$ cat config.mk
export PLATFORM = sky130hd
export DESIGN_NAME = fd_cell
export DESIGN_NICKNAME = d
export VERILOG_FILES = /design/src/fd_pkg.sv /design/src/fd_cell.sv
export SDC_FILE = /design/constraint.sdc
export NUM_CORES = 1
export LEC_CHECK = 0
export BUFFER_PORTS_ARGS = -buffer_cell sky130_fd_sc_hd__buf_4
export CAP_MARGIN = 20
export CELL_PAD_IN_SITES_DETAIL_PLACEMENT = 1
export CELL_PAD_IN_SITES_GLOBAL_PLACEMENT = 1
export CORE_ASPECT_RATIO = 0.6
export CORE_UTILIZATION = 31
export CTS_CLUSTER_DIAMETER = 100
export DETAILED_ROUTE_END_ITERATION = 10
export GPL_TIMING_DRIVEN = 0
export PLACE_DENSITY = 0.73
export SLEW_MARGIN = 30
export SYNTH_ARGS = -nofsm -noshare
export SYNTH_HDL_FRONTEND = slang
export SYNTH_SLANG_ARGS = --single-unit
$ cat constraint.sdc
create_clock -name clk -period 1 [get_ports clk]
set_input_delay 0.25 -clock clk [delete_from_list [all_inputs] [get_ports clk]]
set_output_delay 0.25 -clock clk [all_outputs]
set_load 0.05 [all_outputs]
$ cat src/fd_pkg.sv
// Shared constants, types and codes for the decimating FIR filter.
package fd_pkg;

    // Filter size and field widths
    localparam int MAX_TAPS   = 64;
    localparam int SAMPLE_W   = 16;
    localparam int COEF_W     = 16;
    localparam int COEF_IDX_W = 6;
    localparam int TAP_CNT_W  = 7;
    localparam int DECIM_W    = 8;
    localparam int CFG_IDX_W  = 1;
    localparam int CFG_DATA_W = 8;

    // Derived arithmetic and counter widths
    localparam int PROD_W = SAMPLE_W + COEF_W;
    localparam int ACC_W  = PROD_W + $clog2(MAX_TAPS);
    localparam int TAPS_W = $clog2(MAX_TAPS + 1);
    localparam int STEP_W = $clog2(2 * MAX_TAPS);

    // Item kinds
    localparam logic OP_SAMPLE = 1'b0;
    localparam logic OP_COEF   = 1'b1;

    // Configuration register indexes
    localparam logic [CFG_IDX_W-1:0] CFG_TAP_COUNT = 1'b0;
    localparam logic [CFG_IDX_W-1:0] CFG_DECIM     = 1'b1;

    typedef logic signed [SAMPLE_W-1:0] sample_t;
    typedef logic signed [COEF_W-1:0]   coef_t;

    // Shift controls sent to every cell of the chain
    typedef struct packed {
        logic sample_shift;
        logic coef_shift;
    } fd_shift_t;

endpackage

$ cat src/fd_cell.sv
// One tap cell: holds one delay-line sample and one coefficient, shifts both toward the head.
module fd_cell (
    input  logic              clk,
    input  logic              rst_n,
    input  fd_pkg::fd_shift_t shift,
    input  fd_pkg::sample_t   sample_nbr,
    input  fd_pkg::coef_t     coef_nbr,
    input  logic              coef_wr,
    input  fd_pkg::coef_t     coef_wdata,
    output fd_pkg::sample_t   sample,
    output fd_pkg::coef_t     coef
);
    import fd_pkg::*;

    sample_t sample_reg;
    coef_t   coef_reg;

    // Advance the sample from the neighbor
    always_ff @(posedge clk or negedge rst_n)
    begin
        if (!rst_n)
        begin
            sample_reg <= '0;
        end
        else if (shift.sample_shift)
        begin
            sample_reg <= sample_nbr;
        end
    end

    // Load a written coefficient, else advance from the neighbor, else hold
    always_ff @(posedge clk or negedge rst_n)
    begin
        if (!rst_n)
        begin
            coef_reg <= '0;
        end
        else
        begin
            priority if (coef_wr)
            begin
                coef_reg <= coef_wdata;
            end
            else if (shift.coef_shift)
            begin
                coef_reg <= coef_nbr;
            end
            else
            begin
                coef_reg <= coef_reg;
            end
        end
    end

    assign sample = sample_reg;
    assign coef   = coef_reg;

endmodule

## Word-level counts from Yosys, hierarchy flattened

Index checks and enable logic that the tools add are counted.

| cells by class | value |
|---|---|
| multiplexer cells | 2 |
| reduce and logical (&&, ||, !) cells | 1 |

Operators with widths:

| kind | number |
|---|---|
| $mux W16 | 2 |
| $reduce_bool A2 Y1 | 1 |

| storage, ports and cells | value |
|---|---|
| input bits | 53 |
| flip-flop bits (word level) | 32 |
| logic and storage cells | 5 |
| output and inout bits | 32 |

## Longest topological paths before layout

| depth | value |
|---|---|
| depth after elaboration | 2 |
| mapped depth | 4 |
| gate-level depth less buffers | 2 |

## Least setup slack after synthesis

No wires, ideal clock.

| path | value |
|---|---|
| kind | flip-flop to flip-flop |
| start | reg, netlist name sample[10] |
| end | reg sample_reg[10], in the netlist sample[10] |
| cell stages (with the launch flop) | 2 |
| path slack | 6 ps |
| required time | 875 ps |
| buffers on the path | 0 |
| library setup time | 125 ps |
| period minus slack after synthesis | 994 ps |
| data arrival time | 869 ps |
| path through | dfrtp_1 mux2_4 |

RTL lines:

| what | RTL line | text |
|---|---|---|
| end signal: assignment | fd_cell.sv:27 | `sample_reg <= sample_nbr;` |
| end: declaration | fd_cell.sv:15 | `sample_t sample_reg;` |

## Final worst setup path

| path | value |
|---|---|
| start | reg coef_reg[8], in the netlist coef[8] |
| end | out coef[8] |

RTL lines:

| what | RTL line | text |
|---|---|---|
| start: declaration | fd_cell.sv:16 | `coef_t coef_reg;` |
| start signal: assignment | fd_cell.sv:42 | `coef_reg <= coef_wdata;` |
| start signal: assignment | fd_cell.sv:46 | `coef_reg <= coef_nbr;` |
| start signal: assignment | fd_cell.sv:50 | `coef_reg <= coef_reg;` |
| end: declaration | fd_cell.sv:11 | `output fd_pkg::coef_t coef` |

No word-level cell between the ends.

==> flow_summary.json <==
{
  "status": "complete, but fails checks",
  "violations": "negative setup slack",
  "hpwl_um": 2980,
  "holdPathStages": 3,
  "portBuffers": 82,
  "synth.area.top_cells": "dfrtp_1 57%, mux2i_1 11%, mux2_4 11%",
  "synth_cells": 103,
  "synth_edf_count": 0,
  "drive_gt1_frac": 0.601,
  "cts_tree": "done",
  "regArea_um2": 801,
  "synth_top_family_by_area": "multiplexers",
  "route.detailed.drc": 0,
  "crit_family": "flip-flops",
  "drtIter0Drc": 17,
  "critPathKind": "register to output port",
  "worst-r2r-cell-count": 3,
  "yosysMostFrequentCell": "dfrtp_1",
  "htreeDepth": 2,
  "wirelength_um": 4090,
  "initial_core_util": 0.331,
  "grt_util_all_layers": 0.186,
  "gp_congestion": 0.763,
  "synth_cell_types": 11,
  "antenna_found_initial": 0,
  "fillers": 454,
  "maxSlewHeadroom": 0.678,
  "slew_violations": 0,
  "ys_seq_elements": 32,
  "synth_top_area_share": 0.575,
  "worstHoldPathType": "input pin to register",
  "synthTopCellsByCount": "32 x dfrtp_1, 16 x mux2i_1, 16 x nand2_1",
  "dieArea_um2": 4780,
  "cpPeakStageDelay_ps": 400,
  "grt_pass1_vias": 1300,
  "syn-cell-area_um2": 1390,
  "dieWidth_um": 88.6,
  "cp-end-kind": "output port",
  "grt_max_degree": 33,
  "io_pins": 85,
  "synthMuxAreaShare": 0.271,
  "std_cell_rows": 18,
  "cp_data_arrival_time_ps": 840,
  "multi_input_area_um2": 518,
  "clockRootBuffer": "clkbuf_8",
  "vias": 1208,
  "utilization": 0.573,
  "fin_ws_ps": -89.5,
  "path_cells": "buf_6",
  "diodes": 0,
  "antenna_left": 0,
  "synth_xor_area_frac": 0,
  "cp_slowest_cell": "dfrtp_1",
  "die_h_um": 53.9,
  "wl_per_cell_um": 15.3,
  "timing.final.crit_share": 1.09,
  "clk_latency_ps": 270,
  "yosys.area_share.simple": 0.0431,
  "areaGrowthSynthToFinish_pct": 73.2,
  "async_reset_ff_frac": 1.00,
  "clk_path_buf_depth": 2,
  "cts_buffers": 5,
  "via_per_inst": 4.51,
  "worst-path-stages": 1,
  "first_pass_iters": 4,
  "clock_skew_ps": 0,
  "synth_compound_area_frac": 0.0575,
  "synthAdderAreaFrac": 0,
  "max_freq_mhz": 918,
  "synth-main-ff-cell": "dfrtp_1",
  "hold_viol_final": 0,
  "cp-start-kind": "register",
  "critical_path_peak_fanout": 2,
  "worstMarginPinSlew_ps": 483,
  "fin_crit_ps": 1090,
  "cellLeakagePower_nw": 1.23,
  "ys_seq_area_frac": 0.575,
  "synth_fp_nets": 156,
  "ys.warnings.count": 0,
  "synth_area_per_cell_um2": 13.5,
  "fp.coreArea_um2": 4210,
  "ir_drop_mv": 0.746,
  "cts.sinks": 32,
  "critPathBufInv": 1,
  "synth_top_cell_by_area": "dfrtp_1",
  "finalSetupViolCount": 34,
  "timing.setup.tns_ps": -2380,
  "powerDensity_nw_per_um2": 1520,
  "required_ps": 750,
  "gr-total-overflow": 0,
  "rsz0062_at_grt": "true",
  "clk_pin_slew_ps": 60,
  "max_cap_violations": 0,
  "nets": 263,
  "grt_pass1_wl_um": 6270
}
-- final cells by class --
cell class              count  share of cell area
repair buffers            100               0.363
flip-flops and latches     32               0.332
clock buffers               5              0.0285
multi-input cells          64               0.215
well taps                  60              0.0311
plain buffers               7              0.0311
-- cells in the final DEF (no fill, tap or decap) --
master | Yosys | final
mux2i_1 | 16 | 16
dlygate4sd3_1 | 0 | 1
mux2_4 | 10 | 10
buf_12 | 2 | 2
buf_2 | 1 | 1
clkbuf_8 | 0 | 5
o21ai_0 | 6 | 6
mux2_2 | 6 | 6
o21ai_1 | 10 | 10
nand2_1 | 16 | 16
buf_6 | 2 | 35
dfrtp_1 | 32 | 32
buf_4 | 0 | 66
clkbuf_1 | 2 | 2
-- layer usage --
layer,share of wire,wire [um],vias up,track usage
li1,-,-,565,-
met5,0,0,-,0
met1,0.40,1650,582,0.227
met2,0.49,1990,58,0.299
met3,0.11,430,3,0.0905
met4,0.0039,16,0,0.0484
-- power by group --
group / internal, mW / total [mW] / switching, mW / leakage [nW]
combinational: 0.603 / 1.30 / 0.697 / 0.815
clock: 0.447 / 0.861 / 0.413 / 0.0359
sequential: 1.42 / 1.52 / 0.0966 / 0.380
total: 2.47 / 3.68 / 1.21 / 1.23
-- repair_timing --
item | 4_1_cts | 5_1_grt
hold endpoints to repair | 32 | 0
endpoints found under the setup margin | 32 | 32
hold buffers | 1 | 0
buffers inserted | 9 | 8
gates resized for setup | 32 | 1
-- path summary, 6_finish.rpt --
check	startpoint	to	slack, ps
max in group asynchronous	rst_n	coef[14]$_DFFE_PN0P_	210
min in group asynchronous	rst_n	sample[5]$_DFFE_PN0P_	490
worst max register to register	sample[8]$_DFFE_PN0P_	sample[8]$_DFFE_PN0P_	-20
worst max-delay path	coef[8]$_DFFE_PN0P_	coef[8]	-90
worst min register to register	sample[9]$_DFFE_PN0P_	sample[9]$_DFFE_PN0P_	530
worst min-delay path	coef_wdata[14]	coef[14]$_DFFE_PN0P_	180
-- kinds of logic after synthesis --
kind of cell | after synthesis
mux | 32
compound gates | 16
flops | 32
simple gates | 16
buf+inv | 7
-- metrics by stage --
stage	power (mW)	hold slack [ps]	instance area, um^2	setup slack [ps]	instances
4_1_cts	3.68	176	2350	-101	260
6_report	3.68	182	2410	-89.5	268
3_5_place_dp	2.64	215	2080	-77.5	245
3_3_place_gp	2.62	214	2080	-26.6	245
2_1_floorplan	2.19	-45.6	1390	5.73	103
5_1_grt	3.87	189	2410	-126	268
(Power assumes the default switching activity.)
