**src/fd_pkg.sv**
```systemverilog
// Shared constants, types and codes for the decimating FIR filter.
package fd_pkg;

    // Filter size and field widths
    localparam int MAX_TAPS   = 64;
    localparam int SAMPLE_W   = 16;
    localparam int COEF_W     = 16;
    localparam int COEF_IDX_W = 6;
    localparam int TAP_CNT_W  = 7;
    localparam int DECIM_W    = 8;
    localparam int CFG_IDX_W  = 1;
    localparam int CFG_DATA_W = 8;

    // Derived arithmetic and counter widths
    localparam int PROD_W = SAMPLE_W + COEF_W;
    localparam int ACC_W  = PROD_W + $clog2(MAX_TAPS);
    localparam int TAPS_W = $clog2(MAX_TAPS + 1);
    localparam int STEP_W = $clog2(2 * MAX_TAPS);

    // Item kinds
    localparam logic OP_SAMPLE = 1'b0;
    localparam logic OP_COEF   = 1'b1;

    // Configuration register indexes
    localparam logic [CFG_IDX_W-1:0] CFG_TAP_COUNT = 1'b0;
    localparam logic [CFG_IDX_W-1:0] CFG_DECIM     = 1'b1;

    typedef logic signed [SAMPLE_W-1:0] sample_t;
    typedef logic signed [COEF_W-1:0]   coef_t;

    // Shift controls sent to every cell of the chain
    typedef struct packed {
        logic sample_shift;
        logic coef_shift;
    } fd_shift_t;

endpackage

```
**src/fd_mac.sv**
```systemverilog
// Multiply-accumulate at the chain head, with Q1.15 rounding and saturation of the sum.
module fd_mac (
    input  logic            clk,
    input  logic            rst_n,
    input  logic            clear,
    input  logic            in_vld,
    input  fd_pkg::sample_t sample,
    input  fd_pkg::coef_t   coef,
    output fd_pkg::sample_t filtered_value,
    output logic            saturated
);
    import fd_pkg::*;

    localparam int FRAC_W = COEF_W - 1;
    localparam logic signed [ACC_W-1:0] HALF_LSB = ACC_W'(1) << (FRAC_W - 1);
    localparam logic signed [ACC_W-1:0] POS_LIM  = ACC_W'(1) << (SAMPLE_W - 1 + FRAC_W);
    localparam logic signed [ACC_W-1:0] NEG_LIM  = -POS_LIM;
    localparam logic signed [SAMPLE_W-1:0] OUT_MAX = {1'b0, {(SAMPLE_W-1){1'b1}}};
    localparam logic signed [SAMPLE_W-1:0] OUT_MIN = {1'b1, {(SAMPLE_W-1){1'b0}}};

    logic signed [PROD_W-1:0] prod_reg;
    logic                     prod_vld_reg;
    logic signed [ACC_W-1:0]  acc_reg;
    logic signed [ACC_W-1:0]  rounded;

    // Register the head product
    always_ff @(posedge clk)
    begin
        prod_reg <= PROD_W'(sample) * PROD_W'(coef);
    end

    // Accumulate registered products, clear at the start of a pass
    always_ff @(posedge clk or negedge rst_n)
    begin
        if (!rst_n)
        begin
            prod_vld_reg <= 1'b0;
            acc_reg      <= '0;
        end
        else if (clear)
        begin
            prod_vld_reg <= 1'b0;
            acc_reg      <= '0;
        end
        else
        begin
            prod_vld_reg <= in_vld;
            if (prod_vld_reg)
            begin
                acc_reg <= acc_reg + ACC_W'(prod_reg);
            end
        end
    end

    // Round half up, then clip to the Q1.15 range
    assign rounded = acc_reg + HALF_LSB;

    always_comb
    begin
        priority if (rounded >= POS_LIM)
        begin
            filtered_value = OUT_MAX;
            saturated      = 1'b1;
        end
        else if (rounded < NEG_LIM)
        begin
            filtered_value = OUT_MIN;
            saturated      = 1'b1;
        end
        else
        begin
            filtered_value = rounded[FRAC_W +: SAMPLE_W];
            saturated      = 1'b0;
        end
    end

endmodule

```
**config.mk**
```make
export PLATFORM = sky130hd
export DESIGN_NAME = fd_mac
export DESIGN_NICKNAME = d
export VERILOG_FILES = /design/src/fd_pkg.sv /design/src/fd_mac.sv
export SDC_FILE = /design/constraint.sdc
export NUM_CORES = 1
export LEC_CHECK = 0
export BUFFER_PORTS_ARGS = -buffer_cell sky130_fd_sc_hd__buf_2
export CAP_MARGIN = 20
export CORE_UTILIZATION = 62
export CTS_CLUSTER_DIAMETER = 80
export DETAILED_ROUTE_END_ITERATION = 6
export GPL_TIMING_DRIVEN = 0
export PLACE_DENSITY = 0.78
export SETUP_SLACK_MARGIN = 0.05
export SLEW_MARGIN = 20
export SYNTH_ARGS = -nofsm -noshare
export SYNTH_HDL_FRONTEND = slang
export SYNTH_SLANG_ARGS = --single-unit
export TNS_END_PERCENT = 100
```
**constraint.sdc**
```tcl
create_clock -name clk -period 8.3 [get_ports clk]
set_input_delay 2.075 -clock clk [delete_from_list [all_inputs] [get_ports clk]]
set_output_delay 2.075 -clock clk [all_outputs]
set_load 0.02 [all_outputs]
```
# Word-level counts from Yosys, hierarchy flattened
# Index checks and enable logic that the tools add are counted.
totals:
  register_bits: 71
  inputBits: 36
  out_inout_bits: 17
  wordCells: 16
classes:
  add_sub_neg: 2
  n_mul: 1
  order_cmp: 2
  muxes: 7
  reduce_logical: 1
op_table:
  columns: ["op", "count"]
  rows:
  - ["2-to-1 mux 38 bit", 2]
  - ["adder 38 x 16 -> 38 bit (second input constant)", 1]
  - ["adder 38 x 32 -> 38 bit", 1]
  - ["greater-or-equal comparator 38 x 32 -> 1 bit (second input constant)", 1]
  - ["less-than comparator 38 x 31 -> 1 bit (second input constant)", 1]
  - ["multiplier 16 x 16 -> 32 bit", 1]
  - ["2-to-1 mux 16 bit", 2]
  - ["2-to-1 mux 1 bit", 3]
  - ["nonzero test 2 bit", 1]

# Logic depth before layout (Yosys ltp)
# Gate-level depths: netlist of the first run.
depth:
  word_depth: 4
  depth_mapped: 26

# Least setup slack after synthesis of the first run
# OpenSTA, ideal clock, no wires.
synth_timing:
  path_type: "input-to-reg"
  from: "in sample[10]"
  to: "reg prod_reg[31]"
  setup_ns: 0.063
  arrival_ns: 7.753
  t_required_ns: 8.237
  path_slack_ns: 0.484
  path_stages: 23
  n_path_buf: 2
  path_cell_list: "clkbuf_1 nand2_1 fa_1 fa_1 fa_1 fa_1 inv_1 fa_1 inv_1 fa_1 inv_1 ha_1 clkbuf_1 inv_1 nor2_1 nor3_1 a21boi_0 a311oi_1 a21oi_1 a21oi_1 o21ai_1 or4_1 nand3_1"
synth_via:
  elab_chain_len: 1
synth_lines:
  columns: ["item", "line_no", "rtl"]
  rows:
  - ["from (decl)", "fd_mac.sv:7", "input fd_pkg::sample_t sample,"]
  - ["multiplier 16 x 16 -> 32 bit", "fd_mac.sv:29", "prod_reg <= PROD_W'(sample) * PROD_W'(coef);"]
  - ["to (signal assigned)", "fd_mac.sv:29", null]
  - ["to (decl)", "fd_mac.sv:21", "logic signed [PROD_W-1:0] prod_reg;"]
# Every way passes these cells.
# A chain may end at the register's enable or synchronous reset.

# Final worst setup path of the first run
layout_timing:
  from: "in sample[9]"
  to: "reg prod_reg[31]"
# Same word-level chain as after synthesis.

==> metrics.cfg, run 1 <==
[run_status]
outcome=complete, no violations

[finish]
syn_to_final_growth_pct=7.046
drive_above_1_share_pct=7.375
largest_reg_flops=38
nets=2110
antenna_cells=0
final_cell_count_no_fill=2008
fin_area_um2=15630

[setup_path]
r2r_slack_ps=4920
crit_path_end=prod_reg[31]$_DFF_P_
startpoint=sample[9]
r2r_start=acc_reg[0]$_DFFE_PN0P_
critPathMostFrequentCell=fa_1
cp_top_family=adder cells
critPathKind=primary input to flip-flop
critPathRequiredTime_ps=8580
r2r_end=acc_reg[30]$_DFFE_PN0P_
crit_path_max_fanout=10
cp.arrival_ps=8260
cp_num_cells=23
worst_setup_path_start_kind=primary input
cp_slowest_cell=fa_1
path_cells=buf_2 -> clkbuf_4 -> nand2_1 -> fa_1 -> inv_1 -> fa_1 -> fa_1 -> fa_1 -> fa_1 -> inv_1 -> fa_1 -> inv_1 -> ha_1 -> a21o_1 -> a21o_1 -> a21o_1 -> a21o_1 -> o21ai_0 -> a21oi_2 -> a21oi_2 -> o21ai_1 -> or4_1 -> nand3_1
cp-end-kind=flip-flop
r2r_cells=12
worst_path_largest_cell_delay_ps=610
critPathBufInv=5

[die]
fp.dieH_um=155.4
dieArea_um2=24160
pin_count=53
start_util_pct=63.89
core_area_um2=22850
fp-row-count=55
die_x_um=155.4

[clocking]
cts_inserted_buffers=9
clockBufferDepth=2
cts_root_buf=clkbuf_16
cts.sinks=71
clk_pin_slew_ps=60
insertion_delay_ps=340
tritoncts=done
cts_max_level=3

[sta]
timing.final.crit_share_pct=96.14
finalHoldViolCount=0
finalSetupViolCount=0
slew_viol_final=0
clock_skew_ps=9.244
rsz0062_at_grt=false
min_period_ps=7980
fmax_mhz=125.3
hold_ws_ps=544.4
timing.slew.headroom_pct=38.55
worstMarginPinSlew_ps=921.8

[job]
max_cap_viol_count=0

[drt]
drtAntennaViolNets=0
dr.first_iter.drc_count=559
wl_per_cell_um=16.44
via_per_inst=5.496
drt_wl_total_mm=33.01
drt-pass1-iter-count=5
drc_errors=0
vias=11040

[placement]
port_buffers=52
placed_area_um2=15250
dp_cells=2000
gp_congestion=0.9459
dp_hpwl_mm=28.32

[synth]
ys_async_sr_fraction_pct=54.93
synth_edf_count=0
synth_seq_cells=71
yosysWarnings=0
synth_cell_types=69
syn_area_per_cell_um2=8.928
syn_area_um2=14600
synthFlopType=dfrtp_1
syn-num-nets=2055
synthCells=1635
seq_area_frac_synth_pct=11.07

[min_path]
hold_depth=2
hp-class=flip-flop to flip-flop
worstHoldStart=acc_reg[4]$_DFFE_PN0P_

[grt]
antenna_found_initial=0
grt_pass1_vias=11490
grt_max_degree=40
grt.total_usage_pct=29.78
grt_pass1_wl_mm=56.30
overflow=0

-- worst min path at each step --
stage,end
global placement,acc_reg[4]$_DFFE_PN0P_
global route,acc_reg[6]$_DFFE_PN0P_
floorplan,acc_reg[0]$_DFFE_PN0P_
CTS,acc_reg[0]$_DFFE_PN0P_
finish,acc_reg[4]$_DFFE_PN0P_
detailed placement,acc_reg[0]$_DFFE_PN0P_
-- synthesized netlist by cell type, types with 4 or more instances --
master | number | share of area (%)
xor2_1 | 22 | 1.3
o21bai_1 | 7 | 0.36
ha_1 | 121 | 10
dfxtp_1 | 32 | 4.4
a2111o_1 | 4 | 0.31
a21oi_1 | 51 | 1.7
nor3_1 | 10 | 0.34
o21ai_2 | 10 | 0.60
o22ai_1 | 4 | 0.17
nand4_1 | 9 | 0.39
inv_1 | 338 | 8.7
a211oi_1 | 8 | 0.41
o21ai_0 | 45 | 1.5
nand2b_1 | 29 | 1.2
a2111oi_0 | 4 | 0.24
nor2_1 | 78 | 2.0
clkbuf_1 | 46 | 1.2
or3_1 | 4 | 0.17
nand2_1 | 167 | 4.3
and3_1 | 7 | 0.30
xnor2_1 | 59 | 3.5
nand3_1 | 23 | 0.79
a21boi_0 | 4 | 0.21
o211ai_1 | 4 | 0.21
fa_1 | 263 | 36
a21o_1 | 27 | 1.4
a31oi_1 | 9 | 0.39
and2_1 | 117 | 5.0
buf_2 | 4 | 0.14
dfrtp_1 | 39 | 6.7
nor2b_1 | 13 | 0.56
mux2i_1 | 22 | 1.5
-- through the flow --
stage                     worst slack (ps)  utilization (%)  setup TNS, ps
after detailed placement            -663.7            66.74          -2092
after global routing                 33.37            68.39              0
after floorplan                      484.0                -              0
final                                320.1            68.39              0
after CTS                            60.89            68.14              0
after global placement              -584.5            66.74          -1501
-- per-layer routing --
layer | vias to the layer above | part of all wire, % | wire length, µm | global-route usage [%]
met4 | 0 | 2.6 | 852 | 9.337
met3 | 59 | 7.2 | 2390 | 5.042
li1 | 5198 | - | - | -
met1 | 5399 | 43 | 14210 | 39.34
met2 | 379 | 47 | 15560 | 50.22
met5 | - | 0 | 0 | 0
-- worst reg2reg max path: stages, from the launching register on --
cell and delay, ps:
dfrtp_1 380, ha_1 210, fa_1 430, a211oi_1 320, o21ai_0 180, nand2_1 120, o21ai_1 160, a21o_1 270
a221oi_2 350, o21ai_2 150, a21oi_1 230, nor4b_1 80, or3_1 380
-- cell type report --
cell class | count | area, µm²
timing repair buffer | 54 | 275.3
tap | 313 | 391.6
multi-input combinational | 1172 | 11520
fill | 1882 | 7222
inverter | 339 | 1276
sequential | 71 | 1617
clock buffer | 10 | 250.2
buffer | 43 | 220.2
clock inverter | 6 | 72.57
-- timing repair --
action                                  CTS  global route
pin swaps                                 0             3
gates resized for setup                   7            55
hold buffers                              0             0
endpoints found under the setup margin    3             8
setup buffers                             0             2
cloned                                    0             0
-- logic make-up after synthesis --
family          Yosys count  share of synthesized area [%]
flops                    71                          11.07
simple gates            477                          16.42
mux                      23                          1.586
compound gates          206                          9.326
xor+xnor                 82                          4.972
buf+inv                 392                          10.17
fa+ha+maj               384                          46.44
-- placed cells by master (no fill, tap or decap), types with 16 or more instances in the layout --
cell type  instances
inv_1            338
mux2i_1           22
a21oi_1           49
nor2_1            78
nand2_1          167
dfxtp_1           32
xor2_1            22
o21ai_0           45
fa_1             263
nand2b_1          29
xnor2_1           59
a21o_1            27
and2_1           117
dfrtp_1           39
buf_2             58
clkbuf_1          16
nand3_1           23
ha_1             120
Power of run 1 is left out: the tool's default activity adds up to more than one toggle a clock period on the data nets, which glitch-free logic cannot reach.
==> run 2: changes to the inputs <==
CORE_UTILIZATION = 57   (was 62)
PLACE_DENSITY = 0.72   (was 0.78)
==> metrics.cfg, run 2 (synthesized netlist as in run 1, its figures left out) <==
[die]
pin_count=53
start_util_pct=57.96
die_x_um=162.0
fp.dieH_um=162.0
dieArea_um2=26250
fp-row-count=58
core_area_um2=25180

[finish]
drive_above_1_share_pct=7.029
fillers=2205
largest_reg_flops=38
nets=2108
syn_to_final_growth_pct=7.140
antenna_cells=0
mostFrequentLayoutCells=338 x inv_1, 263 x fa_1, 167 x nand2_1
layout_commonest_cell=inv_1

[setup_path]
r2r_cells=12
r2r_end=acc_reg[37]$_DFFE_PN0P_
r2r_slack_ps=4900
cp.arrival_ps=8330
critPathRequiredTime_ps=8570
critPathKind=primary input to flip-flop
worst_setup_path_start_kind=primary input
cp-end-kind=flip-flop
r2r_start=acc_reg[20]$_DFFE_PN0P_
crit_path_max_fanout=10

[grt]
grt_pass1_vias=11470
grt_max_degree=40
antenna_found_initial=0
overflow=0
grt_pass1_wl_mm=57.08
grt.total_usage_pct=27.83

[sta]
fmax_mhz=124.2
slew_viol_final=0
min_period_ps=8053
timing.final.crit_share_pct=97.02
clock_skew_ps=10.95
rsz0062_at_grt=true
finalSetupViolCount=0
worstMarginPinSlew_ps=950.4
setup_tns_ps=0
finalHoldViolCount=0
timing.slew.headroom_pct=36.64

[drt]
drt-pass1-iter-count=5
drc_errors=0
drtAntennaViolNets=0
drt_wl_total_mm=33.82
vias=10960
via_per_inst=5.419
wl_per_cell_um=16.72
dr.first_iter.drc_count=611

[min_path]
worstHoldStart=acc_reg[0]$_DFFE_PN0P_
hold_depth=2
hold_end=acc_reg[0]$_DFFE_PN0P_
hp-class=flip-flop to flip-flop

[clocking]
insertion_delay_ps=340
cts_max_level=3
cts_root_buf=clkbuf_16
cts_inserted_buffers=9
clockBufferDepth=2
cts.sinks=71
tritoncts=done
clk_pin_slew_ps=50

[job]
max_cap_viol_count=0

[run_status]
outcome=complete, no violations

[placement]
dp_hpwl_mm=29.35
port_buffers=52
gp_congestion=0.9459

-- run 2: cell types whose count changed in the layout (fill, tap and decap cells not counted), moves of 2 or more --
| cell | previous run | this run |
|---|---|---|
| clkinvlp_4 | 2 | 0 |
| clkbuf_2 | 11 | 8 |
| inv_6 | 2 | 0 |
| clkinv_4 | 0 | 3 |
| clkbuf_4 | 7 | 5 |
-- run 2: how the worst max path moves through the flow --
stage	slack (ps)	end	startpoint	depth (start not counted)
final	250	prod_reg[31]$_DFF_P_	coef[12]	23
after global routing	30	prod_reg[30]$_DFF_P_	coef[7]	25
after CTS	60	prod_reg[30]$_DFF_P_	sample[12]	23
after detailed placement	-720	prod_reg[31]$_DFF_P_	sample[10]	24
after global placement	-640	prod_reg[31]$_DFF_P_	sample[10]	24
after floorplan	480	prod_reg[31]$_DFF_P_	sample[10]	23
-- run 2: layout make-up --
class / instances / area (µm²) / area share, %
multi-input combinational: 1172 / 11510 / 73.61
sequential: 71 / 1617 / 10.34
inverter: 339 / 1272 / 8.137
tap: 330 / 412.9 / 2.640
clock buffer: 11 / 275.3 / 1.760
timing repair buffer: 53 / 267.8 / 1.712
buffer: 42 / 220.2 / 1.408
clock inverter: 5 / 61.31 / 0.3920
-- run 2: worst max-delay path, stage by stage --
cell and delay (ps):
buf_2 190, clkbuf_1 440, nand2_1 130, fa_1 500, inv_1 60, fa_1 490, fa_1 580, fa_1 450
fa_1 490, inv_1 50, fa_1 470, inv_1 40, ha_1 350, a21o_1 210, a21o_1 170, a21o_1 190
a21o_1 190, o21ai_0 210, a21oi_2 110, a21oi_2 220, o21ai_1 150, or4_1 480, nand3_1 90
-- run 2: per-stage QoR --
step / worst slack, ps / hold slack (ps) / cell area, µm² / utilization, % / std cells
after floorplan: 484.0 / 490.4 / 14600 / - / 1635
after global placement: -639.3 / 507.1 / 15270 / 60.64 / 2017
after detailed placement: -718.4 / 524.7 / 15270 / 60.64 / 2017
after CTS: 60.18 / 539.0 / 15610 / 62.00 / 2028
after global routing: 28.74 / 551.1 / 15640 / 62.10 / 2023
final: 247.3 / 533.8 / 15640 / 62.10 / 2023
-- run 2: layer usage --
metal | wire length (µm) | GRT usage, %
met1 | 14900 | 37.20
met5 | 0 | 0
met4 | 1068 | 10.29
met2 | 15770 | 46.43
met3 | 2075 | 3.550
-- run 2: what timing repair did --
action	in CTS	in global routing
gates cloned	0	0
setup buffers	0	1
setup endpoints to repair	4	5
hold buffers	0	0
pin swaps	0	3
gates resized for setup	12	44
Power of run 2 is left out for the same reason.
